==> config.mk <==
export PLATFORM = sky130hd
export DESIGN_NAME = bmn_ctrl
export DESIGN_NICKNAME = d
export VERILOG_FILES = /design/src/sv/bmn_pkg.sv /design/src/sv/bmn_ctrl.sv
export SDC_FILE = /design/constraint.sdc
export NUM_CORES = 1
export LEC_CHECK = 0
export ABC_AREA = 1
export BUFFER_PORTS_ARGS = -buffer_cell sky130_fd_sc_hd__buf_4
export CORE_AREA = 3 3 48 50
export CTS_CLUSTER_SIZE = 16
export DETAILED_ROUTE_END_ITERATION = 12
export DIE_AREA = 0 0 51 53
export GPL_TIMING_DRIVEN = 0
export HOLD_SLACK_MARGIN = 0.1
export PLACE_DENSITY_LB_ADDON = 0.25
export SYNTH_ARGS = -nofsm -noshare
export SYNTH_HDL_FRONTEND = slang
export SYNTH_SLANG_ARGS = --single-unit
==> constraint.sdc <==
create_clock -name aclk -period 1.75 [get_ports aclk]
set_input_delay 0.175 -clock aclk [delete_from_list [all_inputs] [get_ports aclk]]
set_output_delay 0.175 -clock aclk [all_outputs]
set_load 0.01 [all_outputs]
==> src/sv/bmn_pkg.sv <==
package bmn_pkg;

    // Fixed field widths
    localparam int NODE_W   = 10;
    localparam int LEN_W    = 16;
    localparam int ACT_W    = 2;
    localparam int WEIGHT_W = 16;
    localparam int TOTAL_W  = 48;

    localparam logic [TOTAL_W-1:0] SAT48 = {TOTAL_W{1'b1}};

    // Action codes carried on the input word
    localparam logic [ACT_W-1:0] ACT_WEIGHT  = 2'd0;
    localparam logic [ACT_W-1:0] ACT_EDGE    = 2'd1;
    localparam logic [ACT_W-1:0] ACT_COMPUTE = 2'd2;

    // Datapath commands, one per cycle
    typedef enum logic [4:0] {
        OP_NONE,
        OP_CLR_ALL,
        OP_CLR_DIST,
        OP_LATCH,
        OP_W_RD,
        OP_W_WR,
        OP_HA_RD,
        OP_EA_WR,
        OP_HB_RD,
        OP_EB_WR,
        OP_C_START,
        OP_S_INIT,
        OP_Q_RD,
        OP_X_RD,
        OP_X_TAKE,
        OP_E_RD,
        OP_Y_RD,
        OP_RELAX,
        OP_X_DONE,
        OP_SUM_START,
        OP_SUM_RD,
        OP_SUM_MUL,
        OP_SUM_ACC,
        OP_SRC_END,
        OP_OUT
    } dp_op_t;

    // Datapath status back to the controller
    typedef struct packed {
        logic clr_last;
        logic a_ok;
        logic edge_ok;
        logic q_empty;
        logic head_valid;
        logic link_valid;
        logic sum_fail;
        logic i_last;
        logic src_last;
        logic last_zero;
        logic out_busy;
    } dp_status_t;

endpackage

==> src/sv/bmn_ctrl.sv <==
module bmn_ctrl (
    input  logic                        aclk,
    input  logic                        aresetn,
    input  logic                        s_valid,
    input  logic [bmn_pkg::ACT_W-1:0]   s_action,
    input  bmn_pkg::dp_status_t         st,
    output bmn_pkg::dp_op_t             op,
    output logic                        s_ready
);

    typedef enum logic [4:0] {
        CLEAR, IDLE, W_RD, W_WR, HA_RD, EA_WR, HB_RD, EB_WR,
        C_START, C_CLR, S_INIT, Q_POP, X_RD, X_TAKE, E_RD, Y_RD, RELAX,
        X_DONE, SUM_START, SUM_RD, SUM_MUL, SUM_ACC, SRC_END, OUT
    } state_t;

    state_t state_reg, state_next;

    assign s_ready = (state_reg == IDLE);

    // Pick the command and the next state
    always_comb begin
        state_next = state_reg;
        op         = bmn_pkg::OP_NONE;
        unique case (state_reg)
            CLEAR: begin
                op = bmn_pkg::OP_CLR_ALL;
                if (st.clr_last) state_next = IDLE;
            end
            IDLE: begin
                if (s_valid) begin
                    op = bmn_pkg::OP_LATCH;
                    case (s_action)
                        bmn_pkg::ACT_WEIGHT:  state_next = W_RD;
                        bmn_pkg::ACT_EDGE:    state_next = HA_RD;
                        bmn_pkg::ACT_COMPUTE: state_next = C_START;
                        default:              state_next = IDLE;
                    endcase
                end
            end
            W_RD: begin
                if (st.a_ok) begin
                    op = bmn_pkg::OP_W_RD;
                    state_next = W_WR;
                end else begin
                    state_next = IDLE;
                end
            end
            W_WR: begin
                op = bmn_pkg::OP_W_WR;
                state_next = IDLE;
            end
            HA_RD: begin
                if (st.edge_ok) begin
                    op = bmn_pkg::OP_HA_RD;
                    state_next = EA_WR;
                end else begin
                    state_next = IDLE;
                end
            end
            EA_WR: begin
                op = bmn_pkg::OP_EA_WR;
                state_next = HB_RD;
            end
            HB_RD: begin
                op = bmn_pkg::OP_HB_RD;
                state_next = EB_WR;
            end
            EB_WR: begin
                op = bmn_pkg::OP_EB_WR;
                state_next = IDLE;
            end
            C_START: begin
                op = bmn_pkg::OP_C_START;
                state_next = C_CLR;
            end
            C_CLR: begin
                op = bmn_pkg::OP_CLR_DIST;
                if (st.clr_last) state_next = st.last_zero ? OUT : S_INIT;
            end
            S_INIT: begin
                op = bmn_pkg::OP_S_INIT;
                state_next = Q_POP;
            end
            Q_POP: begin
                if (st.q_empty) begin
                    state_next = SUM_START;
                end else begin
                    op = bmn_pkg::OP_Q_RD;
                    state_next = X_RD;
                end
            end
            X_RD: begin
                op = bmn_pkg::OP_X_RD;
                state_next = X_TAKE;
            end
            X_TAKE: begin
                op = bmn_pkg::OP_X_TAKE;
                state_next = st.head_valid ? E_RD : X_DONE;
            end
            E_RD: begin
                op = bmn_pkg::OP_E_RD;
                state_next = Y_RD;
            end
            Y_RD: begin
                op = bmn_pkg::OP_Y_RD;
                state_next = RELAX;
            end
            RELAX: begin
                op = bmn_pkg::OP_RELAX;
                state_next = st.link_valid ? E_RD : X_DONE;
            end
            X_DONE: begin
                op = bmn_pkg::OP_X_DONE;
                state_next = Q_POP;
            end
            SUM_START: begin
                op = bmn_pkg::OP_SUM_START;
                state_next = SUM_RD;
            end
            SUM_RD: begin
                op = bmn_pkg::OP_SUM_RD;
                state_next = SUM_MUL;
            end
            SUM_MUL: begin
                op = bmn_pkg::OP_SUM_MUL;
                state_next = st.sum_fail ? SRC_END : SUM_ACC;
            end
            SUM_ACC: begin
                op = bmn_pkg::OP_SUM_ACC;
                state_next = st.i_last ? SRC_END : SUM_RD;
            end
            SRC_END: begin
                op = bmn_pkg::OP_SRC_END;
                state_next = st.src_last ? OUT : S_INIT;
            end
            OUT: begin
                if (!st.out_busy) begin
                    op = bmn_pkg::OP_OUT;
                    state_next = IDLE;
                end
            end
            default: state_next = IDLE;
        endcase
    end

    // Hold state
    always_ff @(posedge aclk) begin
        if (!aresetn) begin
            state_reg <= CLEAR;
        end else begin
            state_reg <= state_next;
        end
    end

endmodule

* Word level (Yosys, flattened, before mapping)
Index checks and enable logic that the tools add are counted.
** Word-level totals
- Word-level logic and storage cells :: 55
- Bits of input ports :: 16
- Output and inout bits :: 6
- Register bits :: 5
** Operators by class
- Eq/ne operators :: 29
- Reduce and logical (&&, ||, !) cells :: 4
- Muxes and demuxes :: 21
** Operators by type and width (count)
- $pmux 5 s24 :: 1
- $pmux 5 s21 :: 1
- $mux 5 :: 10
- $eq 5x4->1 const B :: 8
- $eq 5x5->1 const B :: 8
- $eq 5x3->1 const B :: 4
- $mux 3 :: 4
- $pmux 4 s3 :: 1
- $eq 5x2->1 const B :: 2
- $ne 2x2->1 const B :: 4
- $mux 2 :: 3
- $eq 5x1->1 const B :: 1
- $logic_not 5->1 :: 1
- $mux 4 :: 1
- $reduce_and 4->1 :: 1
- $eq 2x1->1 const B :: 1
- $eq 2x2->1 const B :: 1
- $logic_not 2->1 :: 1
- $reduce_or 2->1 :: 1

* Logic depth before layout (Yosys ltp)
- Depth after elaboration :: 4
- Mapped depth :: 12
- Gate-level depth less buffers :: 11

* Worst setup path after synthesis
OpenSTA, ideal clock, no wires.
- Path kind :: register to register
- Start point :: reg state_reg[4]
- End point :: reg state_reg[0]
- Cell stages (with the launch flop) :: 11
- Path buffers :: 1
- Clock period less this slack :: 1.372 ns
- Library setup time :: 0.109 ns
- Arrival time :: 1.264 ns
- Data required time :: 1.641 ns
- Path slack :: 0.378 ns
- Path through :: dfxtp_1 > inv_2 > buf_4 > nand3_1 > nand3_1 > nor2_1 > nand2_1 > nor2_1 > nand3_1 > nand2_1 > inv_1
** On the way
- Longest elaborated chain between the ends :: 3
- Elaborated cells on any way between the ends :: 29
- Classes of those cells :: eq/ne (25); mux (1); reduce/logical (3)
** Ends and longest elaborated chain
- start: declaration :: RTL line bmn_ctrl.sv:17 : state_t state_reg, state_next;
- start signal: assignment :: RTL line bmn_ctrl.sv:152 : state_reg <= state_next;
- $eq 5x5->1, or another cell as far along :: RTL line bmn_ctrl.sv:25 : unique case (state_reg)
- $reduce_or 2->1 (no source line) or $ne 2x2->1 (tied branches)
- $pmux 5 s21 or $reduce_and 4->1 (tied branches)
Several ways; a longest one is shown, not always the timed one.
A chain may end at the register's enable or synchronous reset.

* Worst setup path after layout
- Start point :: reg state_reg[3]
- End point :: out op[2]
** On the way
- Longest elaborated chain between the ends :: 2
- Elaborated cells on any way between the ends :: 25
- Classes of those cells :: eq/ne (23); mux (1); reduce/logical (1)
** Ends and longest elaborated chain
- $eq 5x5->1, or another cell as far along :: RTL line bmn_ctrl.sv:25
- $pmux 5 s24 (*) :: RTL line bmn_ctrl.sv:25
- end: declaration :: RTL line bmn_ctrl.sv:7 : output bmn_pkg::dp_op_t op,
Every way passes the cells marked *; elsewhere a longest branch is shown, timed or not.

==> flow_summary.toml <==
[synthesis]
ys_seq_elements = 5
ys_warn_count = 0
synthAdderAreaFrac_pct = 0
synthMuxAreaShare_pct = 0
synthXorXnorAreaFrac_pct = 0
syn_nets = 205
yosys.area_share.simple_pct = 67.6
syn_area_um2 = 938
syn_avg_cell_area_um2 = 4.97
synth_top_family_by_area = "simple AND/OR/NAND/NOR gates"
synth_compound_area_share_pct = 10.1
synth-seq-area-share_pct = 10.7
ys_types = 23
synth_cells = 189

[setup_path]
path_depth = 8
path_cells = "buf_6 > nand2_1 > inv_2 > o211ai_1 > nand3_1 > nor2_1 > o2111ai_1 > buf_4"
worstPathArrival_ps = 1610
cp_slowest_cell = "dfxtp_1"
reg2reg_slack_ps = 110
crit_buf_inv = 3
r2r_start = "state_reg[3]"
reg2reg_to = "state_reg[0]"
required_ps = 1570
ff2ff_path_depth = 10
critPathKind = "flop to output port"
slowest_delay_ps = 300
start_kind = "flop"
critPathMaxFanout = 7
cp-end-kind = "output port"
critical-path-top-delay-family = "buffers and inverters"

[global_route]
grt_usage_pct = 28.2
antenna_found_initial = 0
gr-usage-met1_pct = 33.2
grt_pass1_wl_mm = 5.72
grt-ovfl-total = 0
gr-usage-met3_pct = 7.32
grt_pass1_vias = 1320
gr-max-usage-layer = "met2"
grt_max_degree = 11
use_met2_pct = 47.4

[layout]
layout.area.seq_um2 = 115
area_delta_synth_final_pct = 46.9
final_area_mm2 = 0.00138
fin_nets = 244
final_cell_mix = "nand2_1 (46), nor2_1 (36), buf_4 (34), nand3_1 (24), inv_1 (17)"
n_fill_cell = 183
post-route-util_pct = 71.0
diodes = 0
final_common_cell = "nand2_1"
multi_input_area_um2 = 830
drive_gt1_share_pct = 33.5
largest_register_ff_count = 5

[clocking]
root_buffer = "clkbuf_4"
cts_tree = "yes"
clk_pin_slew_worst_paths_ps = 40
h-tree-depth = 1
clk_latency_ps = 240
clock-sinks = 5
clockBufferDepth = 2
cts_buffers = 3

[route]
firstDrtPassIters = 5
num_vias = 1486
wl_per_cell_um = 14.8
viasPerCell = 5.85
drt-initial-drc-count = 94
drt-total-wl_mm = 3.77
ant_nets = 0
drc = 0

[timing]
slew_viol_final = 0
fin_crit_sh_pct = 102
fin_skew_ps = 4.00
rsz0062_at_grt = "yes"
fmax_mhz = 559
setup_ws_ps = -37.4
hold_violations = 0
worstMarginPinSlew_ps = 316
setup_violations = 1
min_period_ps = 1790
slew_headroom_pct = 78.8
setup_tns_ps = -37.4

[power]
p_per_area_mw_per_mm2 = 515
finalPower_mw = 0.711
ir_drop_v = 0.000530
p_leak_nw = 0.803

[die]
initial_core_util_pct = 48.3
row_count = 16
dieHeight_um = 53
core_area_mm2 = 0.00194
die_w_um = 51
io_pins = 22
die_area_mm2 = 0.00270

[hold_path]
holdPathEnd = "state_reg[4]"
min_from = "aresetn"
min_path_cells = 3
hp-class = "input pin to flop"

[outcome]
violations = "setup timing"
outcome = "finished with violations"

[placed_design]
dp_slack_ps = 9.32
dp_hpwl_mm = 2.78
portBuffers = 21
placed_area_mm2 = 0.00113
place_congestion = 0.971

[run]
maxCapViolCount = 0
synth_stat cells:
cell type,n,share of area [%]
nand2_1,53,21
nand3b_1,2,1.6
nor3b_1,1,0.80
nand2_2,1,0.67
o21ai_1,4,2.1
o21ai_0,2,1.1
a21oi_1,5,2.7
dfxtp_1,5,11
o2111ai_1,2,1.9
o211ai_1,1,0.80
nand3_2,3,3.2
nand4_1,6,4.0
inv_1,18,7.2
nor3_1,3,1.6
nor2_1,41,16
a211oi_1,1,0.80
nand3_1,27,14
clkinv_1,1,0.40
o31ai_1,1,0.80
inv_2,6,2.4
buf_4,2,1.6
nor2_4,2,2.4
nor2_2,2,1.3
through the flow:
stage                     cells  hold slack, ps
after floorplan             189             359
after global placement      237             463
after detailed placement    237             481
after CTS                   245             232
after global routing        254             282
final                       254             227
worst reg2reg max path: cells and delay by family (launching register included):
kind / cells / cell delay (ps)
compound gates: 1 / 110
buf+inv: 4 / 410
flops: 1 / 310
simple gates: 5 / 710
logic make-up (layout without fill, tap and decap cells):
group,after synthesis,count (layout)
AND/OR/NAND/NOR,141,141
AO/OA/AOI/OAI,16,16
flip-flops,5,5
buffers and inverters,27,65
timing repair:
action / CTS / global route
setup buffers: 4 / 9
hold buffers: 0 / 0
resized for setup: 14 / 24
endpoints found under the setup margin: 3 / 10
pin swaps: 3 / 9
worst max path at each step:
stage | to | slack (ps) | start
after floorplan | state_reg[0] | 380 | state_reg[4]
after global placement | op[1] | -9 | state_reg[2]
after detailed placement | state_reg[0] | 9 | state_reg[3]
after CTS | op[2] | 3 | state_reg[1]
after global routing | op[2] | -70 | state_reg[3]
final | op[2] | -40 | state_reg[3]
layer usage:
layer	wire length (um)	vias to the layer above
met2	1730	112
li1	-	698
met3	410	26
met5	0	-
met4	203	0
met1	1420	650
layout make-up:
type | instances | share of cell area, %
multi-input cells | 157 | 60.2
repair buffers | 34 | 18.8
flip-flops and latches | 5 | 8.35
inverters | 25 | 6.99
well taps | 27 | 2.45
clock buffers | 4 | 1.91
plain buffers | 2 | 1.36
power breakdown:
| part | internal [mW] | switching, mW |
|---|---|---|
| combinational | 0.170 | 0.257 |
| clock | 0.0861 | 0.0463 |
| sequential | 0.125 | 0.0265 |
| total | 0.381 | 0.330 |
Power figures use the tool's default switching activity.
